File: config.mk
export PLATFORM = sky130hd
export DESIGN_NAME = serial_trigger_command_parser
export DESIGN_NICKNAME = d
export VERILOG_FILES = /design/src/rtl/stcp_pkg.sv /design/src/rtl/serial_trigger_command_parser.sv /design/src/rtl/stcp_cfg.sv /design/src/rtl/stcp_line.sv
export SDC_FILE = /design/constraint.sdc
export NUM_CORES = 1
export LEC_CHECK = 0
export ABC_AREA = 1
export BUFFER_PORTS_ARGS = -buffer_cell sky130_fd_sc_hd__buf_2
export CAP_MARGIN = 20
export CORE_ASPECT_RATIO = 1.5
export CORE_UTILIZATION = 30
export DETAILED_ROUTE_END_ITERATION = 8
export GPL_TIMING_DRIVEN = 0
export SLEW_MARGIN = 20
export SYNTH_ARGS = -nofsm -noshare
export SYNTH_HDL_FRONTEND = slang
export SYNTH_HIERARCHICAL = 1
export SYNTH_SLANG_ARGS = --single-unit
export TNS_END_PERCENT = 100
File: constraint.sdc
create_clock -name clk_i -period 5.9 [get_ports clk_i]
set_clock_uncertainty 0.05 [all_clocks]
set_input_delay 0.295 -clock clk_i [delete_from_list [all_inputs] [get_ports clk_i]]
set_output_delay 0.295 -clock clk_i [all_outputs]
set_load 0.02 [all_outputs]
File: src/rtl/stcp_pkg.sv
package stcp_pkg;

  localparam int CharW  = 8;
  localparam int ArgW   = 31;
  localparam int MaskW  = 24;
  localparam int CntW   = 4;
  localparam int DevW   = 5;
  localparam int EvW    = 4;
  localparam int ActW   = 2;
  localparam int CfgIdxW = 3;

  localparam logic [CntW-1:0]  ArgStart = 4'd7;
  localparam logic [CntW-1:0]  CntMax   = 4'd15;
  localparam logic [CharW-1:0] CrByte   = 8'd13;
  localparam logic [CharW-1:0] LetterR  = 8'h52;
  localparam logic [CharW-1:0] LetterT  = 8'h54;

  typedef enum logic [CfgIdxW-1:0] {
    CfgDevIdx = 3'd0,
    CfgPlay   = 3'd1,
    CfgPause  = 3'd2,
    CfgResume = 3'd3,
    CfgStop   = 3'd4
  } cfg_idx_e;

  typedef enum logic [EvW-1:0] {
    EvRecall      = 4'd0,
    EvExecute     = 4'd1,
    EvIgnored     = 4'd2,
    EvShort       = 4'd3,
    EvBadDevice   = 4'd4,
    EvBadArg      = 4'd5,
    EvNoRegister  = 4'd6,
    EvBadTrigger  = 4'd7,
    EvUnsupported = 4'd8
  } event_e;

  typedef enum logic [ActW-1:0] {
    ActPlay   = 2'd0,
    ActPause  = 2'd1,
    ActResume = 2'd2,
    ActStop   = 2'd3
  } action_e;

  typedef struct packed {
    logic [DevW-1:0] dev_idx;
    logic [ArgW-1:0] play;
    logic [ArgW-1:0] pause;
    logic [ArgW-1:0] resume;
    logic [ArgW-1:0] stop;
  } cfg_t;

  typedef struct packed {
    event_e          ev;
    logic [ArgW-1:0] reg_num;
    action_e         act;
  } result_t;

  // msb set when the byte is not a hex digit
  function automatic logic [4:0] hex_decode(input logic [CharW-1:0] c);
    logic [4:0] r;
    r = 5'h10;
    if (c >= 8'h30 && c <= 8'h39) begin
      r = {1'b0, 4'(c - 8'h30)};
    end else if (c >= 8'h61 && c <= 8'h66) begin
      r = {1'b0, 4'(c - 8'h57)};
    end else if (c >= 8'h41 && c <= 8'h46) begin
      r = {1'b0, 4'(c - 8'h37)};
    end
    return r;
  endfunction

endpackage

File: src/rtl/serial_trigger_command_parser.sv
// a carriage return beat passes the input register and then the result register
// throughput: one beat per cycle, one combinational pass between input and result registers
// a carriage return waits in the input register while the previous result is stalled,
// and the beats behind it wait with it
// reset: registers load their reset codes, line state clears, no register recalled
module serial_trigger_command_parser
  import stcp_pkg::*;
(
  input  logic               clk_i,
  input  logic               rst_ni,
  input  logic               cfg_we_i,
  input  logic [CfgIdxW-1:0] cfg_idx_i,
  input  logic [ArgW-1:0]    cfg_wdata_i,
  input  logic               in_valid_i,
  output logic               in_ready_o,
  input  logic [CharW-1:0]   char_in_i,
  output logic               out_valid_o,
  input  logic               out_ready_i,
  output logic [EvW-1:0]     event_res_o,
  output logic [ArgW-1:0]    register_number_o,
  output logic [ActW-1:0]    action_o
);

  cfg_t             cfg;
  logic             in_vld_q;
  logic [CharW-1:0] char_q;
  logic             is_cr;
  logic             adv;
  result_t          res;
  logic             out_vld_q;
  result_t          out_q;

  stcp_cfg u_cfg (
    .clk_i       (clk_i),
    .rst_ni      (rst_ni),
    .cfg_we_i    (cfg_we_i),
    .cfg_idx_i   (cfg_idx_i),
    .cfg_wdata_i (cfg_wdata_i),
    .cfg_o       (cfg)
  );

  stcp_line u_line (
    .clk_i   (clk_i),
    .rst_ni  (rst_ni),
    .step_i  (adv),
    .char_i  (char_q),
    .cfg_i   (cfg),
    .is_cr_o (is_cr),
    .res_o   (res)
  );

  assign adv        = in_vld_q && (!is_cr || !out_vld_q || out_ready_i);
  assign in_ready_o = !in_vld_q || adv;

  always_ff @(posedge clk_i or negedge rst_ni) begin
    if (!rst_ni) begin
      in_vld_q  <= 1'b0;
      out_vld_q <= 1'b0;
    end else begin
      if (in_ready_o) begin
        in_vld_q <= in_valid_i;
      end
      if (adv && is_cr) begin
        out_vld_q <= 1'b1;
      end else if (out_ready_i) begin
        out_vld_q <= 1'b0;
      end
    end
  end

  always_ff @(posedge clk_i) begin
    if (in_ready_o && in_valid_i) begin
      char_q <= char_in_i;
    end
    if (adv && is_cr) begin
      out_q <= res;
    end
  end

  assign out_valid_o       = out_vld_q;
  assign event_res_o       = out_q.ev;
  assign register_number_o = out_q.reg_num;
  assign action_o          = out_q.act;

endmodule

File: src/rtl/stcp_cfg.sv
module stcp_cfg
  import stcp_pkg::*;
(
  input  logic               clk_i,
  input  logic               rst_ni,
  input  logic               cfg_we_i,
  input  logic [CfgIdxW-1:0] cfg_idx_i,
  input  logic [ArgW-1:0]    cfg_wdata_i,
  output cfg_t               cfg_o
);

  cfg_t cfg_q, cfg_d;

  always_comb begin
    cfg_d = cfg_q;
    if (cfg_we_i) begin
      case (cfg_idx_i)
        CfgDevIdx: cfg_d.dev_idx = cfg_wdata_i[DevW-1:0];
        CfgPlay:   cfg_d.play    = cfg_wdata_i;
        CfgPause:  cfg_d.pause   = cfg_wdata_i;
        CfgResume: cfg_d.resume  = cfg_wdata_i;
        CfgStop:   cfg_d.stop    = cfg_wdata_i;
        default:   cfg_d = cfg_q;
      endcase
    end
  end

  always_ff @(posedge clk_i or negedge rst_ni) begin
    if (!rst_ni) begin
      cfg_q.dev_idx <= '0;
      cfg_q.play    <= ArgW'(0);
      cfg_q.pause   <= ArgW'(1);
      cfg_q.resume  <= ArgW'(2);
      cfg_q.stop    <= ArgW'(3);
    end else begin
      cfg_q <= cfg_d;
    end
  end

  assign cfg_o = cfg_q;

endmodule

File: src/rtl/stcp_line.sv
module stcp_line
  import stcp_pkg::*;
(
  input  logic             clk_i,
  input  logic             rst_ni,
  input  logic             step_i,
  input  logic [CharW-1:0] char_i,
  input  cfg_t             cfg_i,
  output logic             is_cr_o,
  output result_t          res_o
);

  logic [CntW-1:0]  cnt_q, cnt_d;
  logic [CharW-1:0] letter_q, letter_d;
  logic [MaskW-1:0] mask_q, mask_d;
  logic             dev_ok_q, dev_ok_d;
  logic [ArgW-1:0]  arg_q, arg_d;
  logic             arg_ok_q, arg_ok_d;
  logic             arg_seen_q, arg_seen_d;
  logic [ArgW-1:0]  rec_q, rec_d;
  logic             rec_vld_q, rec_vld_d;

  logic [4:0]  hex;
  logic [31:0] mask_ext;
  logic        addressed;

  assign hex      = hex_decode(char_i);
  assign is_cr_o  = (char_i == CrByte);
  assign mask_ext = {{(32-MaskW){1'b0}}, mask_q};
  assign addressed = mask_ext[cfg_i.dev_idx];

  // line verdict in check order
  always_comb begin
    res_o.ev      = EvUnsupported;
    res_o.reg_num = '0;
    res_o.act     = ActPlay;
    if (cnt_q < ArgStart) begin
      res_o.ev = EvShort;
    end else if (!dev_ok_q) begin
      res_o.ev = EvBadDevice;
    end else if (!addressed) begin
      res_o.ev = EvIgnored;
    end else if (!arg_ok_q || !arg_seen_q) begin
      res_o.ev = EvBadArg;
    end else if (letter_q == LetterR) begin
      res_o.ev      = EvRecall;
      res_o.reg_num = arg_q;
    end else if (letter_q == LetterT) begin
      if (!rec_vld_q) begin
        res_o.ev = EvNoRegister;
      end else begin
        res_o.ev      = EvExecute;
        res_o.reg_num = rec_q;
        if (arg_q == cfg_i.play) begin
          res_o.act = ActPlay;
        end else if (arg_q == cfg_i.pause) begin
          res_o.act = ActPause;
        end else if (arg_q == cfg_i.resume) begin
          res_o.act = ActResume;
        end else if (arg_q == cfg_i.stop) begin
          res_o.act = ActStop;
        end else begin
          res_o.ev      = EvBadTrigger;
          res_o.reg_num = '0;
        end
      end
    end
  end

  always_comb begin
    cnt_d      = cnt_q;
    letter_d   = letter_q;
    mask_d     = mask_q;
    dev_ok_d   = dev_ok_q;
    arg_d      = arg_q;
    arg_ok_d   = arg_ok_q;
    arg_seen_d = arg_seen_q;
    rec_d      = rec_q;
    rec_vld_d  = rec_vld_q;
    if (step_i) begin
      if (is_cr_o) begin
        cnt_d      = '0;
        letter_d   = '0;
        mask_d     = '0;
        dev_ok_d   = 1'b1;
        arg_d      = '0;
        arg_ok_d   = 1'b1;
        arg_seen_d = 1'b0;
        if (res_o.ev == EvRecall) begin
          rec_d     = arg_q;
          rec_vld_d = 1'b1;
        end
      end else begin
        if (cnt_q == '0) begin
          letter_d = char_i;
        end else if (cnt_q < ArgStart) begin
          if (hex[4]) begin
            dev_ok_d = 1'b0;
          end else begin
            mask_d = {mask_q[MaskW-5:0], hex[3:0]};
          end
        end else begin
          arg_seen_d = 1'b1;
          if (hex[4]) begin
            arg_ok_d = 1'b0;
          end else if (arg_ok_q) begin
            // shifting out a set bit means the value passed 31 bits
            if (arg_q[ArgW-1:ArgW-4] != 4'd0) begin
              arg_ok_d = 1'b0;
            end else begin
              arg_d = {arg_q[ArgW-5:0], hex[3:0]};
            end
          end
        end
        if (cnt_q != CntMax) begin
          cnt_d = cnt_q + 1'b1;
        end
      end
    end
  end

  always_ff @(posedge clk_i or negedge rst_ni) begin
    if (!rst_ni) begin
      cnt_q      <= '0;
      letter_q   <= '0;
      mask_q     <= '0;
      dev_ok_q   <= 1'b1;
      arg_q      <= '0;
      arg_ok_q   <= 1'b1;
      arg_seen_q <= 1'b0;
      rec_q      <= '0;
      rec_vld_q  <= 1'b0;
    end else begin
      cnt_q      <= cnt_d;
      letter_q   <= letter_d;
      mask_q     <= mask_d;
      dev_ok_q   <= dev_ok_d;
      arg_q      <= arg_d;
      arg_ok_q   <= arg_ok_d;
      arg_seen_q <= arg_seen_d;
      rec_q      <= rec_d;
      rec_vld_q  <= rec_vld_d;
    end
  end

endmodule

==> impl_metrics.env <==
export IMPL_yosysSeqAreaShare_pct=51.41
export IMPL_synthFlopType="dfrtp_1"
export IMPL_start_util_pct=30.48
export IMPL_power_density_nw_per_um2=302.0
export IMPL_synth_area_leaders="dfrtp_1 41%, nand2_1 20%, edfxtp_1 9.7%, nand3_1 5.9%, inv_1 5.0%"
export IMPL_outcome="finished, final reports clean"
export IMPL_period_share_pct=52.48
export IMPL_fin_crit_ns=3.096
export IMPL_synthArstFlopShare_pct=83.81
export IMPL_synth_top_family_by_area="simple AND/OR/NAND/NOR gates"
export IMPL_cts_sinks=278
export IMPL_synth_top_cells_by_count="752 x nand2_1, 227 x dfrtp_1, 188 x inv_1"
export IMPL_avgSynthCellArea_um2=7.704
export IMPL_crit_path_cell_trace="ha_1, inv_1, nor3_2, a31oi_1, inv_1, nor2_2, clkinv_1, nand2_1, buf_2, o22ai_1"
export IMPL_tightestPinTransition_ns=0.7513
export IMPL_die_area_um2=47500
export IMPL_final_hold_violation_count=0
export IMPL_track_usage_pct=17.56
export IMPL_nFillCells=4769
export IMPL_vias=12170
export IMPL_end_kind="flop"
export IMPL_dp_hpwl_mm=30.55
export IMPL_synth_fa_ha_area_share_pct=0.4474
export IMPL_finalWorstSetupSlack_ns=2.804
export IMPL_post_cts_setup_buffer_count=0
export IMPL_maxCapViolCount=0
export IMPL_fin_cells=2585
export IMPL_drive_gt1_share_pct=13.03
export IMPL_crit_type="flop to flop"
export IMPL_cts_resized_gates=0
export IMPL_cp_data_arrival_time_ns=3.47
export IMPL_startpoint_type="flop"
export IMPL_fp_dieH_um=266.4
export IMPL_synth_top_area_share_pct=40.62
export IMPL_critical_path_peak_fanout=10
export IMPL_dp_cells=2490
export IMPL_synth_edf_count=45
export IMPL_drt_total_wl_mm=41.46
export IMPL_grt_first_pass_wirelength_mm=64.18
export IMPL_rows=96
export IMPL_clk_latency_ns=0.57
export IMPL_ys_ff_latch=278
export IMPL_core_area_um2=45880
export IMPL_grt_max_degree=97
export IMPL_synth_distinct_cells=39
export IMPL_fmaxAchievable_mhz=323.0
export IMPL_ff2ff_setup_slack_ns=2.80
export IMPL_die_w_um=178.3
export IMPL_grt_pass1_vias=11650
export IMPL_io_buffers=85
export IMPL_peakVddDrop_mv=0.1878
export IMPL_drt_iter0_drc=859
export IMPL_required_ns=6.27
export IMPL_yosysWarnings=6
export IMPL_synth_area_um2=13980
export IMPL_setup_tns_ns=0
export IMPL_cpMostUsedCell="inv_1"
export IMPL_synthSimpleGateAreaFrac_pct=30.27
export IMPL_yosys_area_top_type="dfrtp_1"
export IMPL_syn_nets=1867
export IMPL_design_area_um2=16590
export IMPL_slew_violations=0
export IMPL_syn2layout_area_growth_pct=18.66
export IMPL_antenna_found_initial=2
export IMPL_gp_congestion=0.8752
export IMPL_cts_buffer_depth=3
export IMPL_cts_max_level=1
export IMPL_critical_path_slowest_cell="edfxtp_1"
export IMPL_wl_per_cell_um=16.04
export IMPL_synth_compound_area_share_pct=6.469
export IMPL_drc=0
export IMPL_hold_class="input pin to flop"
export IMPL_cts_buffers=28
export IMPL_holdWs_ns=0.03319
export IMPL_vias_per_cell=4.709
export IMPL_final_nets=2026
export IMPL_grt_overflow_total=0
export IMPL_critical_path_max_stage_delay_ns=0.45
export IMPL_path_clk_slew_ns=0.06
export IMPL_p_leak_nw=8.367
export IMPL_root_buffer="clkbuf_16"
export IMPL_netlist_instances=1815
export IMPL_setup_viol=0
export IMPL_hold_buffers=42
export IMPL_synth_xor_area_share_pct=2.130
export IMPL_ant_nets=0
export IMPL_cts_tree="yes"
export IMPL_dp_slack_ns=2.807
export IMPL_yosysMostFrequentCell="nand2_1"
export IMPL_synthMuxAreaShare_pct=0.2416
export IMPL_dpl_instance_area_um2=15210
export IMPL_timing_slew_headroom_pct=49.84
export IMPL_first_pass_iters=7
export IMPL_grt_setup_unrepaired="false"
export IMPL_io_pins=86
==> flip-flops by register name, summed over array words and instances, names as in the netlist, 8 cells and up <==
register,flops
u_line/arg_q,31
u_line/mask_q,24
register_number_o,31
u_cfg/cfg_o,129
u_line/rec_q,31
char_q,8
u_line/letter_q,8
==> worst max-delay path: cells and delay by family, from the launching register on <==
| kind | cells | cell delay (ns) |
|---|---|---|
| buf+inv | 4 | 0.98 |
| simple gates | 3 | 0.78 |
| flops | 1 | 0.45 |
| compound gates | 2 | 0.45 |
| fa+ha+maj | 1 | 0.23 |
==> area by class of cell <==
cell class,instances,area (um^2),area share (%)
multi-input cells,1234,5532,33.34
inverters,219,822.0,4.954
flip-flops and latches,278,7189,43.33
clock inverters,19,210.2,1.267
repair buffers,129,910.9,5.490
well taps,588,735.7,4.434
plain buffers,84,440.4,2.654
clock buffers,33,749.5,4.517
diodes,1,2.502,0.01508
==> stage by stage <==
stage | util, % | total power, mW
after floorplan | - | 2.893
after global placement | 33.01 | 3.119
after detailed placement | 33.15 | 3.152
after CTS | 36.16 | 5.061
after global routing | 36.16 | 5.274
final | 36.16 | 5.010
==> routing by layer <==
metal / track usage, % / share of wire (%)
met4: 10.31 / 5.8
met5: 0 / 0.031
met1: 19.43 / 38
met3: 1.795 / 4.3
met2: 32.11 / 52
==> cells in the final DEF (no fill, tap or decap), types with 3 or more instances in the layout <==
master / n
nand3_1: 166
o21ai_0: 25
a21oi_1: 39
clkbuf_8: 3
dfrtp_1: 227
dfstp_2: 6
nand4_1: 6
xor2_1: 25
buf_2: 142
nor2_2: 5
buf_1: 4
nor3_1: 3
inv_2: 31
clkbuf_1: 13
edfxtp_1: 45
nand4_2: 3
buf_4: 8
a31oi_1: 4
buf_6: 3
nand2_1: 752
o22ai_1: 44
o211ai_1: 3
clkinv_2: 9
o21bai_1: 32
mux2_2: 3
nor2_1: 96
ha_1: 5
dlygate4sd3_1: 42
xnor2_1: 9
bufinv_16: 4
clkinv_1: 4
clkbuf_16: 28
inv_1: 187
==> cell families after synthesis <==
kind of cell / Yosys count
and+or+nand+nor: 1042
buffers and inverters: 303
DFF: 278
AOI/OAI and AO/OA: 150
xor gates and xnor gates: 34
adders and majority gates: 5
muxes: 3
==> where the power goes <==
| part | leakage, nW | switching [mW] | internal (mW) |
|---|---|---|---|
| Clock | 0.481 | 0.780 | 1.09 |
| Combinational | 4.58 | 0.495 | 0.309 |
| Sequential | 3.31 | 0.165 | 2.17 |
==> final timing paths <==
kind                                      start          endpoint  cells after the start
min in group asynchronous                rst_ni          in_vld_q                      2
worst max-delay path                  char_q[0]  u_line/arg_q[15]                     10
max in group asynchronous                rst_ni  u_cfg/cfg_o[112]                      4
worst max register to register        char_q[0]  u_line/arg_q[15]                     10
worst min-delay path             cfg_wdata_i[4]   u_cfg/cfg_o[35]                      3
worst min register to register  u_cfg/cfg_o[62]   u_cfg/cfg_o[62]                      2
Power figures use the tool's default switching activity.
